<file path="config.mk">
export PLATFORM = sky130hd
export DESIGN_NAME = mlpc_cell
export DESIGN_NICKNAME = d
export VERILOG_FILES = /design/src/mlpc_pkg.sv /design/src/mlpc_cell.sv
export SDC_FILE = /design/constraint.sdc
export NUM_CORES = 1
export LEC_CHECK = 0
export CORE_MARGIN = 4
export CORE_UTILIZATION = 45
export DETAILED_ROUTE_END_ITERATION = 8
export DONT_BUFFER_PORTS = 1
export GPL_ROUTABILITY_DRIVEN = 0
export PLACE_DENSITY = 0.62
export SLEW_MARGIN = 20
export SYNTH_ARGS = -nofsm -noshare
export SYNTH_HDL_FRONTEND = slang
export SYNTH_SLANG_ARGS = --single-unit
</file>
<file path="constraint.sdc">
create_clock -name clk -period 7.77 [get_ports clk]
set_clock_uncertainty 0.2 [all_clocks]
set_input_delay 0.777 -clock clk [delete_from_list [all_inputs] [get_ports clk]]
set_output_delay 0.777 -clock clk [all_outputs]
set_load 0.03 [all_outputs]
</file>
<file path="src/mlpc_pkg.sv">
// mlpc_pkg: shared types, codes and helpers of the MPLS label push classifier.
// Depends on nothing; used by mlpc_cell, the top level and the testbench.
package mlpc_pkg;

  localparam logic REQ_CLASSIFY = 1'b0;
  localparam logic REQ_WRITE    = 1'b1;

  localparam logic [1:0] TBL_CLIENT   = 2'd0;
  localparam logic [1:0] TBL_PRIORITY = 2'd1;
  localparam logic [1:0] TBL_DEFAULT  = 2'd2;

  localparam logic [1:0] ACT_DROP    = 2'd0;
  localparam logic [1:0] ACT_TX      = 2'd1;
  localparam logic [1:0] ACT_PASS    = 2'd2;
  localparam logic [1:0] ACT_WRITTEN = 2'd3;

  localparam logic [1:0] SRC_FALLBACK = 2'd0;
  localparam logic [1:0] SRC_PRIORITY = 2'd1;
  localparam logic [1:0] SRC_DEFAULT  = 2'd2;

  localparam logic [15:0] ETH_IPV4       = 16'h0800;
  localparam logic [3:0]  IHL_PLAIN      = 4'd5;
  localparam logic [5:0]  PLEN_MAX       = 6'd32;
  localparam logic [19:0] FALLBACK_RESET = 20'd1000000;
  localparam logic [2:0]  MPLS_TC        = 3'd0;
  localparam logic        MPLS_BOS       = 1'b1;

  localparam int unsigned ADDR_W       = 3;
  localparam logic        REG_FALLBACK = 1'b0;

  typedef struct packed {
    logic        vld;
    logic        req_type;
    logic [15:0] ether_type;
    logic [3:0]  ip_ihl;
    logic [7:0]  ip_ttl;
    logic [31:0] src_ip;
    logic [31:0] dst_ip;
    logic [1:0]  table_sel;
    logic [5:0]  entry_index;
    logic        entry_valid;
    logic [5:0]  prefix_len;
    logic [31:0] prefix_addr;
    logic [19:0] entry_label;
  } mlpc_tok_t;

  typedef struct packed {
    logic        hit;
    logic [5:0]  len;
    logic [19:0] label;
  } mlpc_best_t;

  typedef struct packed {
    logic       client_hit;
    mlpc_best_t pri;
    mlpc_best_t dflt;
  } mlpc_acc_t;

  function automatic logic prefix_hit(input logic [31:0] addr, input logic [31:0] pfx,
                                      input logic [5:0] len);
    logic [31:0] mask;
    mask = ~(32'hFFFF_FFFF >> len);
    return ((addr ^ pfx) & mask) == 32'd0;
  endfunction

endpackage

</file>
<file path="src/mlpc_cell.sv">
// mlpc_cell: one slot of the client, priority and default prefix tables.
// Applies table writes addressed to its slot and folds its slot into the
// running longest-prefix results of passing lookups. Depends on mlpc_pkg.
module mlpc_cell #(
  parameter int unsigned IDX = 0
) (
  input  logic              clk,
  input  logic              rst,
  input  logic              en,
  input  mlpc_pkg::mlpc_tok_t tok_in,
  input  mlpc_pkg::mlpc_acc_t acc_in,
  output mlpc_pkg::mlpc_tok_t tok,
  output mlpc_pkg::mlpc_acc_t acc
);
  import mlpc_pkg::*;

  logic        c_vld, p_vld, d_vld;
  logic [5:0]  c_len, p_len, d_len;
  logic [31:0] c_addr, p_addr, d_addr;
  logic [19:0] p_label, d_label;

  logic      wr;
  logic      p_upd, d_upd;
  mlpc_acc_t acc_next;

  assign wr = en && tok_in.vld && (tok_in.req_type == REQ_WRITE)
              && (32'(tok_in.entry_index) == IDX);

  always_ff @(posedge clk) begin
    if (rst) begin
      c_vld <= 1'b0;
      p_vld <= 1'b0;
      d_vld <= 1'b0;
    end else if (wr) begin
      case (tok_in.table_sel)
        TBL_CLIENT:   c_vld <= tok_in.entry_valid;
        TBL_PRIORITY: p_vld <= tok_in.entry_valid;
        TBL_DEFAULT:  d_vld <= tok_in.entry_valid;
        default: ;
      endcase
    end
  end

  always_ff @(posedge clk) begin
    if (wr) begin
      case (tok_in.table_sel)
        TBL_CLIENT: begin
          c_len  <= tok_in.prefix_len;
          c_addr <= tok_in.prefix_addr;
        end
        TBL_PRIORITY: begin
          p_len   <= tok_in.prefix_len;
          p_addr  <= tok_in.prefix_addr;
          p_label <= tok_in.entry_label;
        end
        TBL_DEFAULT: begin
          d_len   <= tok_in.prefix_len;
          d_addr  <= tok_in.prefix_addr;
          d_label <= tok_in.entry_label;
        end
        default: ;
      endcase
    end
  end

  // strictly longer wins, so the lowest slot keeps ties
  assign p_upd = p_vld && prefix_hit(tok_in.dst_ip, p_addr, p_len)
                 && (!acc_in.pri.hit || (p_len > acc_in.pri.len));
  assign d_upd = d_vld && prefix_hit(tok_in.dst_ip, d_addr, d_len)
                 && (!acc_in.dflt.hit || (d_len > acc_in.dflt.len));

  always_comb begin
    acc_next = acc_in;
    if (c_vld && prefix_hit(tok_in.src_ip, c_addr, c_len)) begin
      acc_next.client_hit = 1'b1;
    end
    if (p_upd) begin
      acc_next.pri = '{hit: 1'b1, len: p_len, label: p_label};
    end
    if (d_upd) begin
      acc_next.dflt = '{hit: 1'b1, len: d_len, label: d_label};
    end
  end

  always_ff @(posedge clk) begin
    if (rst) begin
      tok <= '0;
      acc <= '0;
    end else if (en) begin
      tok <= tok_in;
      acc <= acc_next;
    end
  end

endmodule

</file>
* After elaboration in Yosys (flattened, before gate mapping)
Cells that the tools add are included.
** Cells by class
- $add $sub $neg :: 0
- Multiply operators :: 0
- Div/mod/pow operators :: 0
- Magnitude comparators :: 2
- Equality and inequality tests :: 2
- Shifts and indexed selects :: 3
- Multiplexer cells :: 3
- Bitwise gates (word level) :: 9
- Reduce and logical (&&, ||, !) cells :: 20
** Operator list (count)
- $and A32 B32 Y32 :: 3
- $logic_not A32 Y1 :: 3
- $not A32 Y32 :: 3
- $shr A32 B6 Y32 const A :: 3
- $xor A32 B32 Y32 :: 3
- $mux W27 :: 2
- $gt A6 B6 Y1 :: 2
- $logic_and A1 B1 Y1 :: 8
- $logic_not A6 Y1 :: 1
- $reduce_and A2 Y1 :: 3
- $eq A2 B1 Y1 const B :: 1
- $eq A2 B2 Y1 const B :: 1
- $logic_not A1 Y1 :: 2
- $logic_not A2 Y1 :: 1
- $logic_or A1 B1 Y1 :: 2
- $mux W1 :: 1
** Storage, ports and cells
- Flip-flop bits (word level) :: 373
- Latch bits :: 0
- Bits in writable memories :: 0
- ROM bits :: 0
- Input bits :: 219
- Output and inout port bits :: 216
- Logic and storage cells :: 70
- Memories kept :: 0

* Logic depth before layout (Yosys ltp)
- Word-level depth :: 7
- Mapped depth :: 11
- Gate-level depth less buffers :: 9

* Worst setup path after synthesis
No wires, ideal clock.
- Path type :: in2reg
- Start point :: input port en
- End point :: register p_vld
- Library setup time :: 0.128 ns
- Arrival :: 6.525 ns
- Required time :: 7.442 ns
- Setup slack :: 0.917 ns
- Stages on the path :: 7
- Path buffers :: 1
- Cell sequence :: clkbuf_1 clkinv_1 nor3b_1 nand4b_1 nor3b_1 mux2i_1 nor2_1
** Between the ends
- Word-level cells in the longest chain between the ends :: 4
** RTL lines
- start, declared :: RTL line mlpc_cell.sv:9 : input logic en,
- $logic_and A1 B1 Y1 (2 in a row) :: RTL line mlpc_cell.sv:26 : assign wr = en && tok_in.vld && (tok_in.req_type == REQ_WRITE)
- $logic_and A1 B1 Y1 :: RTL line mlpc_cell.sv:27 : && (32'(tok_in.entry_index) == IDX);
- $reduce_and A2 Y1 (no line)
- end signal, assigned :: RTL line mlpc_cell.sv:37 : TBL_PRIORITY: p_vld <= tok_in.entry_valid;
- end, declared :: RTL line mlpc_cell.sv:17 : logic c_vld, p_vld, d_vld;
No other way between the ends.
A chain may end at the register's enable or synchronous reset.

* Worst setup path in the final report
- Start point :: register d_len[2]
- End point :: register acc[16] in the netlist's numbering
** Between the ends
- Word-level cells in the longest chain between the ends :: 7
- Elaborated cells between the ends (all ways) :: 9
- Those cells by class :: order compare (1); shift (1); mux (1); bitwise (2); reduce/logical (4)
** RTL lines
- start, declared :: RTL line mlpc_cell.sv:18 : logic [5:0] c_len, p_len, d_len;
- start signal, assigned :: RTL line mlpc_cell.sv:57 : d_len <= tok_in.prefix_len;
- $shr A32 B6 Y32 :: RTL line mlpc_pkg.sv:62 : mask = ~(32'hFFFF_FFFF >> len);
- $not A32 Y32 :: RTL line mlpc_pkg.sv:62
- $and A32 B32 Y32 :: RTL line mlpc_pkg.sv:63 : return ((addr ^ pfx) & mask) == 32'd0;
- $logic_not A32 Y1 :: RTL line mlpc_pkg.sv:63
- $logic_and A1 B1 Y1 :: RTL line mlpc_cell.sv:69 : assign d_upd = d_vld && prefix_hit(tok_in.dst_ip, d_addr, d_len)
- $logic_and A1 B1 Y1 (*) :: RTL line mlpc_cell.sv:70 : && (!acc_in.dflt.hit || (d_len > acc_in.dflt.len));
- $mux W27 (*) :: RTL line mlpc_cell.sv:80 : if (d_upd) begin
- end signal, assigned :: RTL line mlpc_cell.sv:91 : acc <= acc_next;
- end, declared :: RTL line mlpc_cell.sv:13 : output mlpc_pkg::mlpc_acc_t acc
Every way passes the cells marked *; elsewhere a longest branch is shown, timed or not.

==> run_results.csv <==
group,metric,value,unit
clock_tree,cts_hold_buf,0,
synth,ys.flop_type,"dfxtp_1",
global_routing,grt_max_degree,273,
drt,routedWlPerCell,23.84,um
synth,ys.warnings.count,0,
final_layout,post-route-util,0.5032,
global_routing,grt_pass1_vias,9975,
global_routing,grtUsageTotal,0.2169,
worst_setup_path,cp-startpoint,"d_len[2]",
final_layout,drive_gt1_frac,0.05952,
synth,ys_top_cells_by_area,"edfxtp_1 (30%), dfxtp_1 (29%), mux2i_1 (11%)",
synth,seq_area_frac_synth,0.5867,
die,core.rowCount,67,
sta,slew_viol_final,0,
clock_tree,cts.sinks,373,
final_layout,nets,1545,
synth,synth_fp_nets,1585,
run_status,status,"finished clean",
drt,dr.pass1.iters,5,
final_layout,stdcell_area,0.01692,mm2
sta,fmax,0.2558,GHz
worst_setup_path,required,8050,ps
sta,tightest_slew,1077,ps
die,coreArea,0.03362,mm2
global_routing,grt_overflow_total,0,
synth,yosysTopAreaCell,"edfxtp_1",
clock_tree,cts_setup_buffers,0,
drt,viasPerCell,5.748,
final_layout,fillers,3013,
worst_setup_path,cp_cell_sequence,"nor4_4 > o21ai_1 > a2111oi_2 > o2111ai_1 > nor3b_4 > buf_4 > and2_1 > o311a_1",
clock_tree,htreeDepth,2,
die,pin_count,435,
die,die_x,192.7,um
synth,yosysMostFrequentCell,"nor2_1",
power_and_ir_drop,leakage,6.300,nW
power_and_ir_drop,power-per-cell-area,256.6,mW/mm2
die,die-area,0.03714,mm2
sta,rsz0062_at_grt,"false",
final_layout,diodes,0,
die,start_util,0.4567,
worst_setup_path,max_stage_delay,900,ps
clock_tree,worstSkewPairLatency,550,ps
sta,setup-violations-final,0,
final_layout,multi_input_area,0.005906,mm2
final_layout,seq_area,0.009009,mm2
synth,netlist.area_leader.share,0.3012,
clock_tree,cts_resized,0,
worst_setup_path,cpMaxStageDelayCell,"and2_1",
sta,hold_viol,0,
synth,syn_inst,1354,
sta,timing.final.crit_share,0.5031,
synth,async_flop_share,0,
die,die_h,192.7,um
worst_setup_path,path_class,"flop to flop",
placement,placed_area,0.01561,mm2
sta,maxSlewHeadroom,0.2818,
drt,finalWirelength,42.72,mm
drt,ant_nets,0,
placement,dp_hpwl,30.60,mm
clock_tree,clk_path_buf_depth,3,
synth,synth_edf_count,154,
synth,netlist_top_cells_count,"nor2_1 (263), dfxtp_1 (219), mux2i_1 (165)",
global_routing,grt_pass1_wl,61.73,mm
worst_setup_path,cp-start-kind,"flop",
clock_tree,root_buffer,"clkbuf_16",
final_layout,area_delta_synth_final,10.18,%
sta,fin_crit,3909,ps
drt,vias,10300,
worst_setup_path,cp_data_arrival_time,4190,ps
worst_setup_path,r2r_start,"d_len[2]",
flow_run,drv_cap,0,
clock_tree,cts_tree,"built",
worst_setup_path,critical_path.max_fanout,28,
clock_tree,clk_pin_slew,70,ps
synth,synth_area_per_cell,11.34,um2
worst_setup_path,worst_setup_path_end_kind,"flop",
placement,io_buffers,0,
synth,syn_area,0.01535,mm2
worst_hold_path,min_from,"tok_in[35]",
synth,ys_types,61,
clock_tree,cts_buffers,41,
power_and_ir_drop,peakVddDrop,0.0001689,V
global_routing,antenna_found_initial,0,
sta,fin_tns_setup,0,ps
drt,drcViolationCount,0,
synth,ys_ff_latch,373,
drt,drt_iter0_drc,925,
worst_hold_path,hold_class,"input pin to flop",
cell usage in the layout, fill, tap and decap left out, drive strengths merged, types with 12 or more instances in the layout:
cell,Yosys,layout
a21oi,35,35
xor2,34,34
a311oi,26,26
xnor2,62,62
inv,20,28
edfxtp,154,154
clkbuf,70,58
ha,12,12
nand4b,24,24
nand3,35,35
nor2,263,263
nand2,21,21
dfxtp,219,219
o311a,26,26
mux2i,165,165
o21ai,57,57
critical path, delay by kind of cell, from the launching register on:
family	cells	cell delay, ps
flops	1	640
compound gates	4	1040
buf+inv	1	340
simple gates	3	1590
cell type report:
class                      instances  share of cell area
sequential                       373              0.5325
multi-input combinational        870              0.3491
clock buffer                      58             0.07056
tap                              448             0.03314
clock inverter                    15            0.006879
inverter                          21            0.004660
timing repair buffer               7            0.003107
state kept, by name (all words and copies together), names as in the netlist:
name,flops
tok,161
acc,55
c_addr,32
d_addr,32
p_addr,32
d_label,20
p_label,20
c_len,6
d_len,6
p_len,6
c_vld,1
d_vld,1
p_vld,1
cell families after synthesis:
| group | Yosys count | synth area share |
|---|---|---|
| AND/OR/NAND/NOR | 386 | 0.1149 |
| flip-flops | 373 | 0.5867 |
| AO/OA/AOI/OAI | 209 | 0.09510 |
| multiplexers | 165 | 0.1076 |
| buffers and inverters | 111 | 0.02983 |
| XOR/XNOR | 96 | 0.05476 |
| adder cells (fa/ha/maj) | 14 | 0.01108 |
routing by layer:
layer	vias to the layer above	track usage	share of wire
met1	4954	0.2618	0.38
met2	465	0.3583	0.48
met5	-	0	0
met3	76	0.07905	0.11
met4	0	0.07570	0.029
li1	4806	-	-
through the flow:
stage               power [mW]  instances  setup slack (ps)  hold slack [ps]
global placement         2.505       1719              3981            282.2
detailed placement       2.512       1719              3870            284.4
floorplan                2.503       1354             917.3            253.5
global route             4.509       1792              3631            94.27
finish                   4.340       1792              3861            117.2
CTS                      4.394       1792              3913            97.68
final timing paths:
path / end / slack [ps] / cells past startpoint
worst max register to register: acc[16] / 3860 / 8
worst max-delay path: acc[16] / 3860 / 8
worst min-delay path: d_addr[15] / 120 / 0
worst min register to register: c_vld / 310 / 2
power by group:
part | internal [mW] | leakage [nW] | switching [mW]
clock network | 1.08 | 0.639 | 0.789
logic | 0.0946 | 2.47 | 0.0749
registers | 2.11 | 3.20 | 0.190
Note: power is estimated with default switching activity, not from simulation.
